<file path="config.mk">
export PLATFORM = sky130hd
export DESIGN_NAME = ptbl_ctrl
export DESIGN_NICKNAME = d
export VERILOG_FILES = /design/src/sv/ptbl_pkg.sv /design/src/sv/ptbl_ctrl.sv
export SDC_FILE = /design/constraint.sdc
export NUM_CORES = 1
export LEC_CHECK = 0
export BUFFER_PORTS_ARGS = -buffer_cell sky130_fd_sc_hd__buf_2
export CORE_AREA = 4 4 41 43
export DETAILED_ROUTE_END_ITERATION = 10
export DIE_AREA = 0 0 45 47
export PLACE_DENSITY_LB_ADDON = 0.12
export SLEW_MARGIN = 25
export SYNTH_ARGS = -nofsm -noshare
export SYNTH_HDL_FRONTEND = slang
export SYNTH_SLANG_ARGS = --single-unit
</file>
<file path="constraint.sdc">
create_clock -name clk -period 2.6 [get_ports clk]
set_input_delay 0.65 -clock clk [delete_from_list [all_inputs] [get_ports clk]]
set_output_delay 0.65 -clock clk [all_outputs]
set_load 0.02 [all_outputs]
</file>
<file path="src/sv/ptbl_pkg.sv">
// ----------------------------------------------------------------------------
// ptbl_pkg: shared types and constants of the per-client token-bucket limiter
// Holds the slot entry layout, the controller states, the command and status
// structs between controller and datapath, and the fixed codes and values.
// ----------------------------------------------------------------------------
package ptbl_pkg;

  localparam int KEY_W   = 32;
  localparam int TIME_W  = 32;
  localparam int TOK_W   = 8;
  localparam int SLOT_W  = 5;
  localparam int CFG_IDX_W  = 2;
  localparam int CFG_DATA_W = 32;

  // Whole seconds from milliseconds: q = (x * RECIP_1000) >> RECIP_SHIFT,
  // exact for every 32-bit x. The quotient reaches 4294967, so it needs 23 bits.
  localparam logic [28:0] RECIP_1000  = 29'd274877907;
  localparam int          RECIP_SHIFT = 38;
  localparam int          QUOT_W      = 23;
  localparam int          ADD_W       = QUOT_W + TOK_W;

  // Operation codes
  localparam logic OP_CHECK = 1'b0;
  localparam logic OP_SWEEP = 1'b1;

  // Register indexes
  localparam logic [CFG_IDX_W-1:0] REG_MAX_TOKENS       = 2'd0;
  localparam logic [CFG_IDX_W-1:0] REG_REFILL_RATE      = 2'd1;
  localparam logic [CFG_IDX_W-1:0] REG_CLEANUP_INTERVAL = 2'd2;
  localparam logic [CFG_IDX_W-1:0] REG_IDLE_TIMEOUT     = 2'd3;

  // Register reset values
  localparam logic [TOK_W-1:0]  RST_MAX_TOKENS       = 8'd10;
  localparam logic [TOK_W-1:0]  RST_REFILL_RATE      = 8'd1;
  localparam logic [TIME_W-1:0] RST_CLEANUP_INTERVAL = 32'd60000;
  localparam logic [TIME_W-1:0] RST_IDLE_TIMEOUT     = 32'd300000;

  typedef struct packed {
    logic [KEY_W-1:0]  key;
    logic [TOK_W-1:0]  tokens;
    logic [TIME_W-1:0] last_refill;
    logic [TIME_W-1:0] last_request;
  } entry_t;

  typedef enum logic [2:0] {
    ST_IDLE,
    ST_SCAN,
    ST_DIV,
    ST_MUL,
    ST_UPDATE,
    ST_EMIT_NC,
    ST_SWEEP_CHK,
    ST_SWEEP
  } state_t;

  typedef struct packed {
    logic load;
    logic scan_step;
    logic div;
    logic mul;
    logic update;
    logic emit_nc;
    logic sweep_chk;
    logic sweep_step;
  } ctrl_cmd_t;

  typedef struct packed {
    logic op_sweep;
    logic has_client;
    logic scan_done;
    logic sweep_last;
    logic sweep_due;
    logic out_free;
  } dp_stat_t;

endpackage

</file>
<file path="src/sv/ptbl_ctrl.sv">
// ----------------------------------------------------------------------------
// ptbl_ctrl: limiter sequencer
// Steps one transaction through scan, refill and commit, sweep, or ST_EMIT_NC.
// ----------------------------------------------------------------------------
module ptbl_ctrl
  import ptbl_pkg::*;
(
  input  logic      clk,
  input  logic      rst,
  input  logic      in_valid,
  input  dp_stat_t  stat,
  output logic      in_ready,
  output ctrl_cmd_t cmd
);

  state_t state, state_next;

  always_ff @(posedge clk) begin
    if (rst) begin
      state <= ST_IDLE;
    end else begin
      state <= state_next;
    end
  end

  always_comb begin
    state_next = state;
    unique case (state)
      ST_IDLE: begin
        if (in_valid) begin
          if (stat.op_sweep) begin
            state_next = ST_SWEEP_CHK;
          end else if (stat.has_client) begin
            state_next = ST_SCAN;
          end else begin
            state_next = ST_EMIT_NC;
          end
        end
      end
      ST_SCAN: begin
        if (stat.scan_done) begin
          state_next = ST_DIV;
        end
      end
      ST_DIV:    state_next = ST_MUL;
      ST_MUL:    state_next = ST_UPDATE;
      ST_UPDATE, ST_EMIT_NC: begin
        if (stat.out_free) begin
          state_next = ST_IDLE;
        end
      end
      ST_SWEEP_CHK: state_next = stat.sweep_due ? ST_SWEEP : ST_IDLE;
      ST_SWEEP: begin
        if (stat.sweep_last) begin
          state_next = ST_IDLE;
        end
      end
      default: state_next = ST_IDLE;
    endcase
  end

  always_comb begin
    cmd      = '0;
    in_ready = 1'b0;
    unique case (state)
      ST_IDLE: begin
        in_ready = 1'b1;
        cmd.load = in_valid;
      end
      ST_SCAN:      cmd.scan_step  = 1'b1;
      ST_DIV:       cmd.div        = 1'b1;
      ST_MUL:       cmd.mul        = 1'b1;
      ST_UPDATE:    cmd.update     = stat.out_free;
      ST_EMIT_NC:   cmd.emit_nc    = stat.out_free;
      ST_SWEEP_CHK: cmd.sweep_chk  = 1'b1;
      ST_SWEEP:     cmd.sweep_step = 1'b1;
      default: begin
        cmd = '0;
      end
    endcase
  end

endmodule

</file>
# ---- After elaboration in Yosys (flattened, before gate mapping)
# Index checks and enable logic that the tools add are counted.
dict set report totals {
  reg_bits 3
  latch_bits 0
  ram_bits 0
  mem_bits_ro 0
  input_bits 9
  elab_cells 32
  memories 0
}
dict set report classes {
  add_sub_neg 0
  mul 0
  div_mod_pow 0
  order_cmp 0
  n_eq_ne 11
  shift 0
  mux 17
  bitwise 0
  reduce_logical 3
}
# op n
set op_table {}
lappend op_table {{2-to-1 mux 3 bit} 7}
lappend op_table {{one-hot mux 3 bit (7 select lines)} 1}
lappend op_table {{equality test 3 bit, second input constant} 4}
lappend op_table {{2-to-1 mux 1 bit} 9}
lappend op_table {{inequality test 2 bit, second input constant} 4}
lappend op_table {{equality test 3 x 2 -> 1 bit, second input constant} 2}
lappend op_table {{AND reduction 4 bit} 1}
lappend op_table {{equality test 3 x 1 -> 1 bit, second input constant} 1}
lappend op_table {{zero test 3 bit} 1}
lappend op_table {{OR reduction 2 bit} 1}

# ---- Depth between registers and ports, before layout
dict set report depth {
  depth_word 4
  depth_mapped 4
  ltp_nobuf 3
}

# ---- Worst setup path before layout
# Ideal clock, no wire load.
dict set report synth_timing {
  kind {register to output}
  start {reg state[0]}
  end {out cmd[7] (netlist bit)}
  arrival_time_ps 1352
  required_ps 1950
  setup_slack_ps 598
  path_stages_with_launch 4
  cell_sequence {dfxtp_1 -> buf_2 -> nor3_1 -> and2_1}
}
# item line_no
set synth_lines {}
lappend synth_lines {{from (decl)} ptbl_ctrl.sv:16} ;# state_t state, state_next;
lappend synth_lines {{from (signal assigned)} ptbl_ctrl.sv:22} ;# state <= state_next;
lappend synth_lines {{to (decl)} ptbl_ctrl.sv:13} ;# output ctrl_cmd_t cmd

==> out/metrics.csv <==
metric;value;unit
Max-slew headroom;71.39;%
worst reg2reg path startpoint;state[0];
Worst-path clk slew;0.04;ns
Hold Path Cell Cnt;4;
vias in the first global route;325;
Comb power frac;50.3;%
root buffer cell;clkbuf_4;
Gate Count Post-Synth;37;
flops & latches, synth;3;
CP arrival;1.31;ns
RSZ-0062 raised after global routing;false;
critical path required time;1.95;ns
crit path kind;register to primary output;
Min-Delay Path Class;primary input to register;
clk buf depth;2;
H-tree depth;1;
Clock Latency Late Sink;0.24;ns
largest net degree at the start of global routing;17;
residual DRC count;0;
full die area;2115;um^2
Synth Cell Area;294.0;um^2
sw frac;46.46;%
FF-to-FF setup slack;1.08;ns
power per cell area;1026;nW/um^2
GRT Resource Usage Total;8.761;%
clock skew;0.007631;ns
Final setup viols;0;
layout cell share with drive strength beyond 1;40.00;%
DR iter-0 viols;5;
# Post-CTS Setup Buffers;0;
Die Ht;47;um
Setup crit start kind;register;
Max Cap Viol;0;
Avg Cell Area, Syn;7.947;um^2
crit-path cells;nor2b_1 > and3b_1 > buf_2;
storage element area;60.06;um^2
Synth area leader;dfxtp_1;
clock sinks;3;
nets@finish;65;
CTS buffer count;3;
GR Overflow Total;0;
Setup crit end kind;primary output;
CP max stage delay;0.50;ns
Seq pwr share;29.2;%
Worst-Margin Slew;0.4285;ns
syn nets;46;
CTS resizes;0;
Starting Density;22.60;%
CP max-delay cell;dfxtp_1;
Placer Congestion;0.7015;
routed via count;335;
status;finished clean;
Hold EP;state[1];
f_max;0.5110;GHz
DP HPWL;602.8;um
largest reg by FF count;state;
dpl cell area;376.6;um^2
fin crit period;1.957;ns
Yosys warnings;0;
Diodes inserted;0;
Met1 Wirelength;349;um
initial antenna violation count;0;
first-pass GRT wire length;1324;um
drt pass-1 iters;4;
LEAKAGE;0.2046;nW
cells on worst reg2reg path;3;
cell area after layout;402.9;um^2
vias per cell;4.786;
Core ar.;1301;um^2
Fillers;154;
Final Hold Fails;0;
Die W;45;um
HP Start;stat[2];
io pins;18;
hold slack final;0.7032;ns
WL final;803;um
cell-internal power;0.2213;mW
Switching Power;0.1921;mW
post-synth top area share;20.43;%
Final ANT Viol Nets;0;
clock network power share;20.5;%
Layout area overhead;37.02;%
total power;0.4134;mW
Final Util;30.96;%
Worst R2R End;state[0];
PortBufs;17;
Critical Path Fanout Max;12;
WL/cell;11.47;um
Synth cell types;23;
sequential share of the synthesized area;20.43;%
Synth area leaders;dfxtp_1, nor2b_1, and4b_1;
fin. max-slew vios;0;
multi-input logic area;212.7;um^2
Worst VDD drop;0.2563;mV
Met3 Wirelength;84;um
max reg flops;3;
Top Registers;state (3);
WL met2;370;um
post-route setup TNS;0;ns
TritonCTS clock tree;done;
hold-fix buffers at CTS;0;
top sig layer;met3;
row count;13;
Period Utilization, post-route;75.27;%
-- worst max-delay path by stage --
stage | start | endpoint
after global routing | state[2] | cmd[3]
after detailed placement | stat[0] | cmd[2]
after floorplan | state[0] | cmd[7]
after CTS | state[2] | cmd[3]
final | state[2] | cmd[3]
after global placement | stat[0] | cmd[2]
-- metrics by stage --
step / setup slack (ns) / std cells
detailed placement: 0.8718 / 66
CTS: 0.6351 / 70
floorplan: 0.5977 / 37
global placement: 0.8686 / 66
global route: 0.5543 / 70
finish: 0.6429 / 70
-- kinds of logic after synthesis --
group                  after synthesis  share of synthesized area (%)
multiplexers                         2                          7.234
buffers and inverters                3                          7.231
AND/OR/NAND/NOR                     22                          47.66
flip-flops                           3                          20.43
AO/OA/AOI/OAI                        7                          17.45
-- cell usage after synthesis, drive strengths merged --
cell type  number
nor2b           4
and2            3
dfxtp           3
nor2            3
a31oi           2
and3b           2
and4b           2
buf             2
nand2           2
nor3            2
nor3b           2
a2111oi         1
a211oi          1
a21o            1
a221o           1
and3            1
clkbuf          1
mux2            1
mux2i           1
o21ai           1
or4             1
-- power by group through the flow --
stage	Sequential, mW	Clock (mW)	Combinational (mW)
floorplan	0.0816	0	0.201
CTS	0.120	0.0865	0.211
global placement	0.124	0	0.212
global route	0.129	0.0932	0.231
detailed placement	0.121	0	0.211
finish	0.121	0.0848	0.208
-- layout by cell type, fill, tap and decap left out --
| master | n |
|---|---|
| dfxtp_1 | 3 |
| nor3_1 | 2 |
| clkbuf_4 | 3 |
| a31oi_1 | 2 |
| a21o_1 | 1 |
| and2_1 | 3 |
| nor2b_1 | 4 |
| clkbuf_1 | 1 |
| a211oi_1 | 1 |
| nand2_1 | 2 |
| nor3b_1 | 2 |
| mux2_2 | 1 |
| and3_1 | 1 |
| and3b_1 | 1 |
| o21ai_1 | 1 |
| and3b_2 | 1 |
| buf_2 | 17 |
| a221o_1 | 1 |
| nor2_1 | 3 |
| and4b_1 | 2 |
| mux2i_1 | 1 |
| a2111oi_0 | 1 |
| or4_1 | 1 |
-- routing by layer --
layer | up-vias | track usage, %
met4 | 0 | 7.018
met3 | 0 | 2.682
met1 | 144 | 10.66
met5 | - | 0
met2 | 16 | 12.71
li1 | 175 | -
-- worst max-delay path: cells and delay by family, from the launching register on --
family,cells,cell delay [ns]
buf+inv,1,0.15
flops,1,0.50
simple gates,2,0.42
-- layout make-up --
class                           count  share of cell area [%]
Sequential cell                     3                   14.91
Clock buffer                        4                   6.522
Timing Repair Buffer               17                   21.12
Tap cell                           15                   4.658
Multi-Input combinational cell     31                   52.80
Note: power is estimated with default switching activity, not from simulation.
